`src/rtl/core/assert_macros.svh`:
```
// Assertion macros shared by the histogram RTL.
// Relies on clk and arst_n being visible in the module that uses them.
`ifndef ASSERT_MACROS_SVH
`define ASSERT_MACROS_SVH

// Same-cycle implication, disabled during reset.
`define PLIH_ASSERT_IMP(lbl, ante, cons) \
	lbl: assert property (@(posedge clk) disable iff (!arst_n) (ante) |-> (cons)) \
		else $error("assertion failed");

// Next-cycle implication, disabled during reset.
`define PLIH_ASSERT_NXT(lbl, ante, cons) \
	lbl: assert property (@(posedge clk) disable iff (!arst_n) (ante) |=> (cons)) \
		else $error("assertion failed");

`endif

```
`src/rtl/core/plih_pkg.sv`:
```
// Package for the photon lifetime image histogram: constants, codes, types.
// No dependencies.
`default_nettype none
package plih_pkg;
	localparam int unsigned HIST_DEPTH     = 65536;
	localparam int unsigned ADDR_BITS      = 16;
	localparam int unsigned OUT_BITS       = 16;
	localparam int unsigned MICRO_BITS     = 15;
	localparam int unsigned BW_BITS        = 16;
	localparam int unsigned LANES          = 3;

	localparam int unsigned MAX_WIDTH_DEF  = 64;
	localparam int unsigned MAX_LINES_DEF  = 64;
	localparam int unsigned TIME_BINS_DEF  = 16;
	localparam int unsigned COUNT_BITS_DEF = 16;

	localparam logic [7:0] CH_LINE_START = 8'd65;
	localparam logic [7:0] CH_LINE_STOP  = 8'd66;
	localparam logic [7:0] CH_FRAME      = 8'd68;

	localparam logic [1:0] USE_GREEN_RED = 2'd1;
	localparam logic [1:0] USE_YELLOW    = 2'd2;

	localparam logic [1:0] IMG_GREEN  = 2'd0;
	localparam logic [1:0] IMG_RED    = 2'd1;
	localparam logic [1:0] IMG_YELLOW = 2'd2;

	localparam logic CMD_RECORD = 1'b0;
	localparam logic CMD_READ   = 1'b1;

	localparam logic [6:0] LINE_SAT = 7'd127;

	typedef enum logic [2:0] {
		REG_IMAGE_WIDTH     = 3'd0,
		REG_TAC_BIN_WIDTH   = 3'd1,
		REG_PIXEL_SCALE     = 3'd2,
		REG_LINES_PER_GROUP = 3'd3,
		REG_LINE_USE_CODES  = 3'd4,
		REG_GREEN_CHANNELS  = 3'd5,
		REG_RED_CHANNELS    = 3'd6,
		REG_YELLOW_CHANNELS = 3'd7
	} reg_idx_t;

	typedef struct packed {
		logic busy;
		logic done;
	} div_stat_t;
endpackage
`default_nettype wire

```
`src/rtl/core/plih_bin_div.sv`:
```
// Restoring divider, one quotient bit per cycle: microtime / bin width.
// Depends on plih_pkg.
`default_nettype none
module plih_bin_div (
	input  wire logic                               clk,
	input  wire logic                               arst_n,
	input  wire logic                               start,
	input  wire logic [plih_pkg::MICRO_BITS-1:0]    num,
	input  wire logic [plih_pkg::BW_BITS-1:0]       den,
	output plih_pkg::div_stat_t                     stat,
	output logic      [plih_pkg::MICRO_BITS-1:0]    quo
);
	logic                              busy_q, done_q;
	logic [3:0]                        cnt_q;
	logic [plih_pkg::BW_BITS-1:0]      rem_q, den_q;
	logic [plih_pkg::MICRO_BITS-1:0]   num_q;
	logic [plih_pkg::BW_BITS:0]        trial;
	logic                              take;

	assign trial = {rem_q, num_q[plih_pkg::MICRO_BITS-1]};
	assign take  = trial >= {1'b0, den_q};

	always_ff @(posedge clk or negedge arst_n) begin
		if (!arst_n) begin
			busy_q <= 1'b0;
			done_q <= 1'b0;
			cnt_q  <= '0;
		end else begin
			done_q <= 1'b0;
			if (start) begin
				busy_q <= 1'b1;
				cnt_q  <= 4'(plih_pkg::MICRO_BITS - 1);
			end else if (busy_q) begin
				if (cnt_q == 4'd0) begin
					busy_q <= 1'b0;
					done_q <= 1'b1;
				end
				cnt_q <= cnt_q - 4'd1;
			end
		end
	end

	always_ff @(posedge clk) begin
		if (start) begin
			rem_q <= '0;
			num_q <= num;
			den_q <= den;
		end else if (busy_q) begin
			rem_q <= take ? plih_pkg::BW_BITS'(trial - {1'b0, den_q})
				: trial[plih_pkg::BW_BITS-1:0];
			num_q <= {num_q[plih_pkg::MICRO_BITS-2:0], take};
		end
	end

	assign stat.busy = busy_q;
	assign stat.done = done_q;
	assign quo       = num_q;
endmodule
`default_nettype wire

```
`config.mk`:
```
export PLATFORM = sky130hd
export DESIGN_NAME = plih_bin_div
export DESIGN_NICKNAME = d
export VERILOG_FILES = /design/src/rtl/core/assert_macros.svh /design/src/rtl/core/plih_pkg.sv /design/src/rtl/core/plih_bin_div.sv
export SDC_FILE = /design/constraint.sdc
export NUM_CORES = 1
export LEC_CHECK = 0
export BUFFER_PORTS_ARGS = -buffer_cell sky130_fd_sc_hd__buf_2
export CAP_MARGIN = 20
export CELL_PAD_IN_SITES_DETAIL_PLACEMENT = 1
export CELL_PAD_IN_SITES_GLOBAL_PLACEMENT = 1
export CORE_UTILIZATION = 49
export CTS_BUF_LIST = sky130_fd_sc_hd__clkbuf_8
export DETAILED_ROUTE_END_ITERATION = 10
export PLACE_DENSITY = 0.95
export SYNTH_ARGS = -nofsm -noshare
export SYNTH_HDL_FRONTEND = slang
export SYNTH_SLANG_ARGS = --single-unit
```
`constraint.sdc`:
```
create_clock -name clk -period 5.3 [get_ports clk]
set_input_delay 0.265 -clock clk [delete_from_list [all_inputs] [get_ports clk]]
set_output_delay 0.265 -clock clk [all_outputs]
set_load 0.03 [all_outputs]
```
==> results.tsv, run 1 <==
stage	metric	value	unit
run_status	status	complete, no violations	
cts	cts_hold_buf	1	
final_layout	seqCellArea	1400	um^2
critical_path	cp_max_fo	17	
sta	fin_crit	2.86	ns
critical_path	worstPathCellList	ha_1, a21oi_1, o41ai_1, a21oi_1, o21a_1, a221oi_1, a2111oi_2	
synthesis	postSynthAreaPerCell	10.2	um^2
synthesis	ys_top_cells_by_count	edfxtp_1, nor2_1, inv_1, a21oi_1, ha_1	
synthesis	synth_ff_type	edfxtp_1	
cts	cts_tree	built	
final_layout	multi_input_comb_area	1600	um^2
final_layout	nets	411	
sta	drv_slew	0	
sta	slew_headroom	47.7	%
flow_run	maxCapViolCount	0	
grt	first_global_vias	2672	
routing	drt-pass1-iter-count	5	
floorplanning	initial_core_util	50.7	%
floorplanning	core_area	6310	um^2
sta	rsz0062_at_grt	no	
synthesis	yosysSeqAreaShare	43.8	%
cts	cts.sinks	53	
sta	finClkSkew	0.0122	ns
place	port_buffers	50	
cts	cts_inserted_buffers	5	
synthesis	syn_nets	366	
synthesis	ys_top_cells_by_area	edfxtp_1, dfxtp_1, ha_1, mux2_2, dfrtp_1	
cts	cts_resized	0	
cts	clk_path_buf_depth	2	
final_layout	layout-drive-gt1-share	22.8	%
power_and_ir_drop	power	1.29	mW
grt	grt_max_degree	55	
routing	routedWlPerCell	19.0	um
grt	grt_pass1_wl	12.8	mm
power_and_ir_drop	power_density	358	nW/um^2
final_layout	syn_to_final_growth	12.3	%
floorplanning	row_count	29	
synthesis	synthCells	314	
synthesis	yosys_register_bits	53	
sta	fmaxAchievable	349	MHz
critical_path	crit_type	flip-flop to flip-flop	
synthesis	synthArstFlopShare	11.3	%
cts	htree_levels	2	
routing	drt_iter0_drc	155	
critical_path	reg2reg_setup_slack	2.44	ns
critical_path	crit_top_cell	a21oi_1	
cts	clk_latency	0.32	ns
power_and_ir_drop	peakVddDrop	0.210	mV
critical_path	setup.worst_path.end_class	flip-flop	
critical_path	crit_arrival	3.07	ns
place	post-place-ws	2.64	ns
sta	worst_slew_pin_slew	0.784	ns
critical_path	start_kind	flip-flop	
sta	setup_viol	0	
floorplanning	fp.dieArea	6850	um^2
grt	grt_overflow	0	
critical_path	crit_path_top_delay_cell	o21a_1	
final_layout	n_fill_cell	729	
routing	drt.antenna.violating_nets	0	
floorplanning	pin_count	51	
sta	final.setup.worst_slack	2.44	ns
floorplanning	die_w	82.8	um
place	dp_hpwl	5.93	mm
critical_path	crit_required	5.50	ns
synthesis	synth_largest_area_cell	edfxtp_1	
power_and_ir_drop	p_leak	1.51	nW
synthesis	yosysWarnings	0	
synthesis	synth_area	3200	um^2
synthesis	synth_cell_types	57	
critical_path	cp_slowest_stage_delay	0.57	ns
synthesis	synth_most_common_cell	edfxtp_1	
sta	finalCritPeriodShare	54.0	%
synthesis	synth_edf_count	31	
final_layout	diodes	0	
routing	via_count	2654	
synthesis	synth_top_area_share	29.1	%
grt	antenna_found_initial	0	
routing	wirelength	8.30	mm
routing	drcViolationCount	0	
cts	postCtsSetupBuffers	0	
grt	grt_use_total	25.4	%
routing	drt-vias-per-instance	6.07	
final_layout	fin_util	56.9	%
cts	root_buffer	clkbuf_8	
sta	hold_viol	0	
worst_hold_path	holdCritPathClass	primary input to flip-flop	
cts	clk_pin_slew_worst_paths	0.10	ns
floorplanning	die_h	82.8	um
place	gp_congestion	0.874	
sta	fin_tns_setup	0	ns
-- path summary, 6_finish.rpt --
path                           from  endpoint  depth (start not counted)
max in group asynchronous    arst_n    done_q                          2
min in group asynchronous    arst_n    busy_q                          2
setup reg to reg           rem_q[9]  rem_q[9]                          7
hold / removal               den[0]  den_q[0]                          1
hold reg to reg            rem_q[3]  rem_q[3]                          2
setup / recovery           rem_q[9]  rem_q[9]                          7
-- where the power goes --
part / internal, mW / switching (mW) / total [mW]
clock network: 0.140 / 0.139 / 0.279
logic: 0.186 / 0.288 / 0.474
registers: 0.492 / 0.0412 / 0.533
-- cell usage in the layout (no fill, tap or decap), types with 4 or more instances in the layout --
cell,Yosys,final
edfxtp_1,31,31
and2_1,5,5
nor2_1,24,24
dfrtp_1,6,6
o211ai_1,5,5
nand3_1,13,13
nor3_1,6,6
nand2_1,15,15
nand2b_1,7,7
clkbuf_8,0,5
inv_1,23,24
a21o_1,9,9
dfxtp_1,16,16
buf_2,3,50
a311oi_1,10,10
xnor2_1,9,9
o21ai_1,4,4
a21oi_1,20,20
o21ai_0,12,12
o31ai_1,6,6
ha_1,17,17
mux2_2,14,14
-- kinds of logic (layout without fill, tap and decap cells) --
kind of cell / count (synthesis) / count (layout) / share of synthesized area [%]
adder cells (fa/ha/maj): 18 / 18 / 7.28
AO/OA/AOI/OAI: 92 / 92 / 21.0
multiplexers: 15 / 15 / 5.24
flip-flops: 53 / 53 / 43.8
XOR/XNOR: 10 / 10 / 2.74
AND/OR/NAND/NOR: 88 / 88 / 13.8
buffers and inverters: 38 / 84 / 6.10
-- flip-flops by register name (all words and copies together), names as in the netlist --
name / flops
quo: 15
done_q: 1
cnt_q: 4
rem_q: 16
den_q: 16
busy_q: 1
-- worst max-delay path: cells and delay by family (launching register included) --
kind / cells / cell delay, ns
flops: 1 / 0.35
compound gates: 6 / 1.98
fa+ha+maj: 1 / 0.43
-- layout make-up --
| cell class | count | share of cell area (%) |
|---|---|---|
| clock buffer | 5 | 1.92 |
| multi-input combinational | 223 | 44.6 |
| clock inverter | 3 | 1.18 |
| tap | 77 | 2.68 |
| inverter | 23 | 2.40 |
| sequential | 53 | 39.0 |
| timing repair buffer | 53 | 8.22 |
-- stage by stage --
stage	std cells	hold WS, ns	area [um^2]
2_1_floorplan	314	-0.0306	3200
3_3_place_gp	427	0.0911	3440
3_5_place_dp	427	0.101	3440
4_1_cts	436	0.107	3560
5_1_grt	437	0.107	3590
6_report	437	0.110	3590
-- routing by layer --
layer,part of all wire (%),track usage (%),wire length [um]
met5,0,0,0
met3,4.3,4.48,360
met1,42,29.6,3500
met2,51,45.9,4230
met4,2.5,10.2,204
Power figures use the tool's default switching activity.
==> run 2: changes to the inputs <==
CORE_UTILIZATION = 46   (was 49)
PLACE_DENSITY = 0.92   (was 0.95)
clock period = 2.85 ns   (was 5.3 ns; I/O delays follow)
==> run 2 against run 1 <==
- sequential share of layout area decreased by 1.5 points
- clock skew hardly changed
- global-route usage is 2.1 points lower
- critical endpoint is now rem_q[12]
- largest cell class unchanged
- largest power group unchanged
==> results.tsv, run 2 (same netlist as run 1, synthesis figures left out) <==
stage	metric	value	unit	change
routing	wirelength	7.94	mm	was 8.30 mm
critical_path	reg2reg_setup_slack	0.16	ns	was 2.44 ns
routing	routedWlPerCell	17.3	um	was 19.0 um
floorplanning	row_count	30		was 29
routing	drt.antenna.violating_nets	0		unchanged
place	dp_cells	434		was 427
power_and_ir_drop	power	2.34	mW	was 1.29 mW
grt	grt_max_degree	27		was 55
final_layout	instances_no_fill	458		was 437
flow_run	maxCapViolCount	0		unchanged
sta	hold_viol	0		unchanged
routing	via_count	2634		was 2,654
floorplanning	die_w	85.4	um	was 82.8 um
critical_path	crit_end	rem_q[12]		was rem_q[9]
worst_hold_path	holdCritPathClass	primary input to flip-flop		unchanged
grt	grt_pass1_wl	13.3	mm	was 12.8 mm
critical_path	rr_endpoint	rem_q[12]		was rem_q[9]
critical_path	cp_top_family	compound AO/OA/AOI/OAI gates		unchanged
critical_path	critPathBufInv	2		was 0
final_layout	mostFrequentLayoutCells	buf_2, edfxtp_1, nor2_1		was buf_2, edfxtp_1, inv_1, nor2_1, a21oi_1
floorplanning	core_area	6760	um^2	was 6310 um^2
sta	drv_slew	0		unchanged
critical_path	start_kind	flip-flop		unchanged
critical_path	startpoint	den_q[1]		was rem_q[9]
critical_path	cp_slowest_stage_delay	0.52	ns	was 0.57 ns
grt	grt_overflow	0		unchanged
final_layout	syn_to_final_growth	16.7	%	was 12.3%
critical_path	setup.worst_path.end_class	flip-flop		unchanged
routing	drt-pass1-iter-count	4		was 5
routing	drcViolationCount	0		unchanged
sta	rsz0062_at_grt	yes		was no
critical_path	r2r_cells	9		was 7
critical_path	crit_arrival	2.93	ns	was 3.07 ns
final_layout	layout.cells.most_common	buf_2		unchanged
grt	grt_use_total	23.4	%	was 25.4%
critical_path	crit_path_top_delay_cell	o2111ai_2		was o21a_1
cts	cts_inserted_buffers	5		unchanged
cts	clk_pin_slew_worst_paths	0.10	ns	about the same
final_layout	nets	429		was 411
sta	finClkSkew	0.0126	ns	was 0.0122 ns
critical_path	worstPathCellList	inv_1, ha_1, and2b_1, o211ai_1, a21oi_1, o2111ai_2, buf_4, nand3_1, a311oi_1		was ha_1, a21oi_1, o41ai_1, a21oi_1, o21a_1, a221oi_1, a2111oi_2
floorplanning	initial_core_util	47.3	%	was 50.7%
critical_path	crit_required	3.09	ns	was 5.50 ns
run_status	status	complete, no violations		unchanged
power_and_ir_drop	peakVddDrop	0.233	mV	was 0.210 mV
cts	clk_path_buf_depth	2		unchanged
critical_path	cp_max_fo	10		was 17
grt	first_global_vias	2813		was 2,672
critical_path	cp.depth	9		was 7
grt	antenna_found_initial	0		unchanged
cts	htree_levels	2		unchanged
final_layout	multi_input_comb_area	1600	um^2	about the same
cts	cts_tree	built		unchanged
cts	cts.sinks	53		unchanged
place	gp_congestion	0.822		was 0.874
sta	fmaxAchievable	371	MHz	was 349 MHz
critical_path	r2r_start	den_q[1]		was rem_q[9]
routing	drt-vias-per-instance	5.75		was 6.07
final_layout	layout-drive-gt1-share	23.0	%	was 22.8%
floorplanning	fp.dieArea	7290	um^2	was 6850 um^2
floorplanning	pin_count	51		unchanged
sta	fin_tns_setup	0	ns	unchanged
final_layout	diodes	0		unchanged
sta	setup_viol	0		unchanged
power_and_ir_drop	power_density	627	nW/um^2	was 358 nW/um^2
sta	worst_slew_pin_slew	0.587	ns	was 0.784 ns
power_and_ir_drop	p_leak	1.56	nW	was 1.51 nW
sta	finalCritPeriodShare	94.5	%	was 54.0%
sta	whs	0.0253	ns	was 0.110 ns
final_layout	n_fill_cell	789		was 729
cts	postCtsSetupBuffers	0		unchanged
sta	fin_crit	2.69	ns	was 2.86 ns
floorplanning	die_h	85.4	um	was 82.8 um
place	port_buffers	50		unchanged
final_layout	seqCellArea	1400	um^2	unchanged
sta	slew_headroom	60.9	%	was 47.7%
cts	root_buffer	clkbuf_8		unchanged
cts	clk_latency	0.33	ns	was 0.32 ns
critical_path	crit_type	flip-flop to flip-flop		unchanged
place	dp_hpwl	5.92	mm	was 5.93 mm
routing	drt_iter0_drc	146		was 155
run 2: worst min-delay path by stage:
stage               startpoint        to  slack (ns)  depth (start not counted)
finish                  den[1]  den_q[1]        0.03                          1
global route            den[1]  den_q[1]        0.01                          1
CTS                     den[1]  den_q[1]        0.02                          1
detailed placement      arst_n  cnt_q[3]       -0.02                          1
global placement        arst_n  cnt_q[3]       -0.03                          1
floorplan               arst_n    busy_q       -0.15                          0
run 2: cell type report:
class / instances / area share [%]
multi-input combinational: 223 / 42.9
sequential: 53 / 37.5
timing repair buffer: 71 / 12.0
tap: 80 / 2.68
inverter: 23 / 2.31
clock buffer: 5 / 1.84
clock inverter: 3 / 0.704
run 2: worst register-to-register path, delay by kind of cell (launching register included):
family,cells,cell delay (ns)
compound gates,4,1.30
fa+ha+maj,1,0.24
buf+inv,2,0.34
flops,1,0.43
simple gates,2,0.29
run 2: per-layer routing:
layer  global-route usage (%)  vias to the layer above  share of wire (%)
met3                     3.89                        9                2.9
met4                     8.33                        0                1.5
met1                     29.1                     1285                 44
li1                         -                     1290                  -
met2                     41.1                       50                 51
met5                        0                        -                  0
run 2: power by group:
group / internal (mW) / switching (mW) / total (mW)
Combinational: 0.367 / 0.524 / 0.891
Sequential: 0.915 / 0.0728 / 0.988
Clock: 0.179 / 0.284 / 0.463
Total: 1.46 / 0.880 / 2.34
run 2: timing repair:
action	CTS	global route
hold buffers	16	0
endpoints found under the setup margin	0	4
hold endpoints to repair	21	0
resized for setup	0	1
run 2: stage by stage:
step	instance area (um^2)	setup WS (ns)	util, %
global placement	3480	0.358	51.5
CTS	3730	0.178	55.2
global route	3730	-0.0335	55.3
finish	3730	0.156	55.3
floorplan	3200	0.565	-
detailed placement	3480	0.243	51.5
==> run 3: changes to the inputs <==
CORE_UTILIZATION = 49   (was 46)
PLACE_DENSITY = 0.95   (was 0.92)
clock period = 3.45 ns   (was 2.85 ns; I/O delays follow)
==> run 3 against run 2 <==
- clock skew decreased by 0.0059 ns
- critical path depth decreased by 1
- combinational power decreased by 19%
- worst setup slack improved by 0.56 ns
- clock-buffer cell count unchanged
- global-route usage increased by 3.0 points
- final area decreased by 3.6%
- routed wire length increased by 4.1%
==> results.tsv, run 3 (same netlist as run 1, synthesis figures left out) <==
stage	metric	value	unit	change
run_status	status	complete, no violations		unchanged
critical_path	crit_arrival	2.94	ns	was 2.93 ns
grt	grt_use_total	26.3	%	was 23.4%
place	dp_hpwl	6.24	mm	was 5.92 mm
sta	finClkSkew	0.00673	ns	was 0.0126 ns
floorplanning	die_w	82.8	um	was 85.4 um
critical_path	rr_endpoint	rem_q[9]		was rem_q[12]
critical_path	critPathBufInv	1		was 2
routing	drt.antenna.violating_nets	0		unchanged
place	post-place-ws	0.756	ns	was 0.243 ns
grt	antenna_found_initial	0		unchanged
critical_path	setup.worst_path.end_class	flip-flop		unchanged
floorplanning	row_count	29		was 30
routing	via_count	2661		was 2,634
flow_run	maxCapViolCount	0		unchanged
sta	final.setup.worst_slack	0.720	ns	was 0.156 ns
routing	drt_iter0_drc	114		was 146
final_layout	n_fill_cell	716		was 789
routing	met2_length	4.21	mm	was 4.09 mm
final_layout	mostFrequentLayoutCells	buf_2, edfxtp_1, nor2_1		unchanged
sta	slew_headroom	46.3	%	was 60.9%
sta	rsz0062_at_grt	no		was yes
floorplanning	initial_core_util	50.7	%	was 47.3%
sta	fin_crit	2.73	ns	was 2.69 ns
floorplanning	core_area	6310	um^2	was 6760 um^2
critical_path	crit_path_top_delay_cell	o2111ai_2		unchanged
routing	routedLengthMet1	3.54	mm	was 3.50 mm
power_and_ir_drop	peakVddDrop	0.295	mV	was 0.233 mV
routing	drcViolationCount	0		unchanged
routing	drt-vias-per-instance	6.09		was 5.75
sta	finalCritPeriodShare	79.1	%	was 94.5%
critical_path	crit_required	3.66	ns	was 3.09 ns
cts	cts.sinks	53		unchanged
floorplanning	pin_count	51		unchanged
grt	grt_max_degree	30		was 27
critical_path	cp_slowest_stage_delay	0.68	ns	was 0.52 ns
final_layout	diodes	0		unchanged
critical_path	reg2reg_setup_slack	0.72	ns	was 0.16 ns
worst_hold_path	holdCritPathClass	primary input to flip-flop		unchanged
sta	setup_viol	0		unchanged
sta	whs	0.0243	ns	was 0.0253 ns
sta	fmaxAchievable	366	MHz	was 371 MHz
cts	root_buffer	clkbuf_8		unchanged
worst_hold_path	min_to	den_q[11]		was den_q[1]
cts	clk_pin_slew_worst_paths	0.10	ns	about the same
routing	wl_met3	345	um	was 230 um
worst_hold_path	holdPathStages	1		unchanged
critical_path	r2r_start	quo[14]		was den_q[1]
grt	first_global_vias	2712		was 2,813
routing	drt-pass1-iter-count	4		unchanged
critical_path	worstPathCellList	inv_1, ha_1, and2b_1, o211ai_1, a21oi_1, o2111ai_2, a221oi_1, a2111oi_2		was inv_1, ha_1, and2b_1, o211ai_1, a21oi_1, o2111ai_2, buf_4, nand3_1, a311oi_1
worst_hold_path	hold_path.startpoint	den[11]		was den[1]
routing	routedWlPerCell	18.9	um	was 17.3 um
final_layout	layout-drive-gt1-share	23.1	%	was 23.0%
sta	hold_viol	0		unchanged
critical_path	startpoint	quo[14]		was den_q[1]
sta	worst_slew_pin_slew	0.806	ns	was 0.587 ns
power_and_ir_drop	power_density	572	nW/um^2	was 627 nW/um^2
routing	wirelength	8.27	mm	was 7.94 mm
cts	clk_latency	0.31	ns	was 0.33 ns
cts	cts_inserted_buffers	5		unchanged
final_layout	layout.cells.most_common	buf_2		unchanged
cts	clk_path_buf_depth	2		unchanged
grt	grt_pass1_wl	13.3	mm	unchanged
critical_path	start_kind	flip-flop		unchanged
power_and_ir_drop	p_leak	1.51	nW	was 1.56 nW
critical_path	cp_max_fo	17		was 10
critical_path	cp_top_family	compound AO/OA/AOI/OAI gates		unchanged
cts	htree_levels	2		unchanged
critical_path	crit_type	flip-flop to flip-flop		unchanged
sta	fin_tns_setup	0	ns	unchanged
critical_path	r2r_cells	8		was 9
place	gp_congestion	0.848		was 0.822
cts	cts_tree	built		unchanged
final_layout	nets	411		was 429
floorplanning	fp.dieArea	6850	um^2	was 7290 um^2
final_layout	syn_to_final_growth	12.5	%	was 16.7%
place	port_buffers	50		unchanged
final_layout	multi_input_comb_area	1600	um^2	about the same
sta	drv_slew	0		unchanged
routing	highest_layer	met4		unchanged
grt	grt_overflow	0		unchanged
floorplanning	die_h	82.8	um	was 85.4 um
final_layout	seqCellArea	1400	um^2	unchanged
==> run 3: cell count changes in the layout (fill, tap and decap cells not counted), sizes merged <==
cell / delta
buf: -3
bufinv: +2
dlygate4sd3: -15
clkinvlp: -2
==> run 3: what timing repair did <==
action | 4_1_cts | 5_1_grt
endpoints found under the hold margin | 6 | 0
resized for setup | 0 | 0
hold buffers | 1 | 0
setup buffers | 0 | 0
==> run 3: final cells by class <==
| cell class | count | area share [%] |
|---|---|---|
| clock buffers | 5 | 1.91 |
| inverters | 23 | 2.40 |
| flip-flops and latches | 53 | 38.9 |
| clock inverters | 3 | 1.91 |
| well taps | 77 | 2.68 |
| multi-input cells | 223 | 44.5 |
| repair buffers | 53 | 7.65 |
==> run 3: through the flow <==
| step | power [mW] | instance area [um^2] | utilization (%) | std cells |
|---|---|---|---|---|
| final | 2.06 | 3600 | 57.0 | 437 |
| after global routing | 2.17 | 3600 | 57.0 | 437 |
| after CTS | 2.06 | 3600 | 57.0 | 437 |
| after detailed placement | 1.55 | 3450 | 54.7 | 428 |
| after global placement | 1.50 | 3450 | 54.7 | 428 |
| after floorplan | 1.37 | 3200 | - | 314 |
==> run 3: how the worst max path moves through the flow <==
stage / to / slack, ns / cells past startpoint
after detailed placement: rem_q[9] / 0.76 / 8
after floorplan: rem_q[12] / 1.17 / 9
final: rem_q[9] / 0.72 / 8
after global routing: rem_q[9] / 0.53 / 8
after global placement: rem_q[9] / 0.98 / 8
after CTS: rem_q[9] / 0.74 / 8
==> run 3: report_power, final <==
| part | total [mW] | leakage [nW] | switching [mW] | internal (mW) |
|---|---|---|---|---|
| Clock | 0.513 | 0.0687 | 0.221 | 0.292 |
| Sequential | 0.818 | 0.510 | 0.0626 | 0.756 |
| Combinational | 0.726 | 0.927 | 0.440 | 0.286 |
| Total | 2.06 | 1.51 | 0.724 | 1.33 |
==> run 3: per-layer routing <==
| layer | vias up | GRT usage [%] |
|---|---|---|
| met1 | 1314 | 30.8 |
| met3 | 18 | 5.46 |
| li1 | 1256 | - |
| met2 | 73 | 47.3 |
| met4 | 0 | 9.48 |
| met5 | - | 0 |
==> run 3: worst reg2reg max path: stages (launching register included) <==
cell       delay, ns
edfxtp_1        0.40
inv_1           0.10
ha_1            0.21
and2b_1         0.22
o211ai_1        0.28
a21oi_1         0.17
o2111ai_2       0.68
a221oi_1        0.24
a2111oi_2       0.32
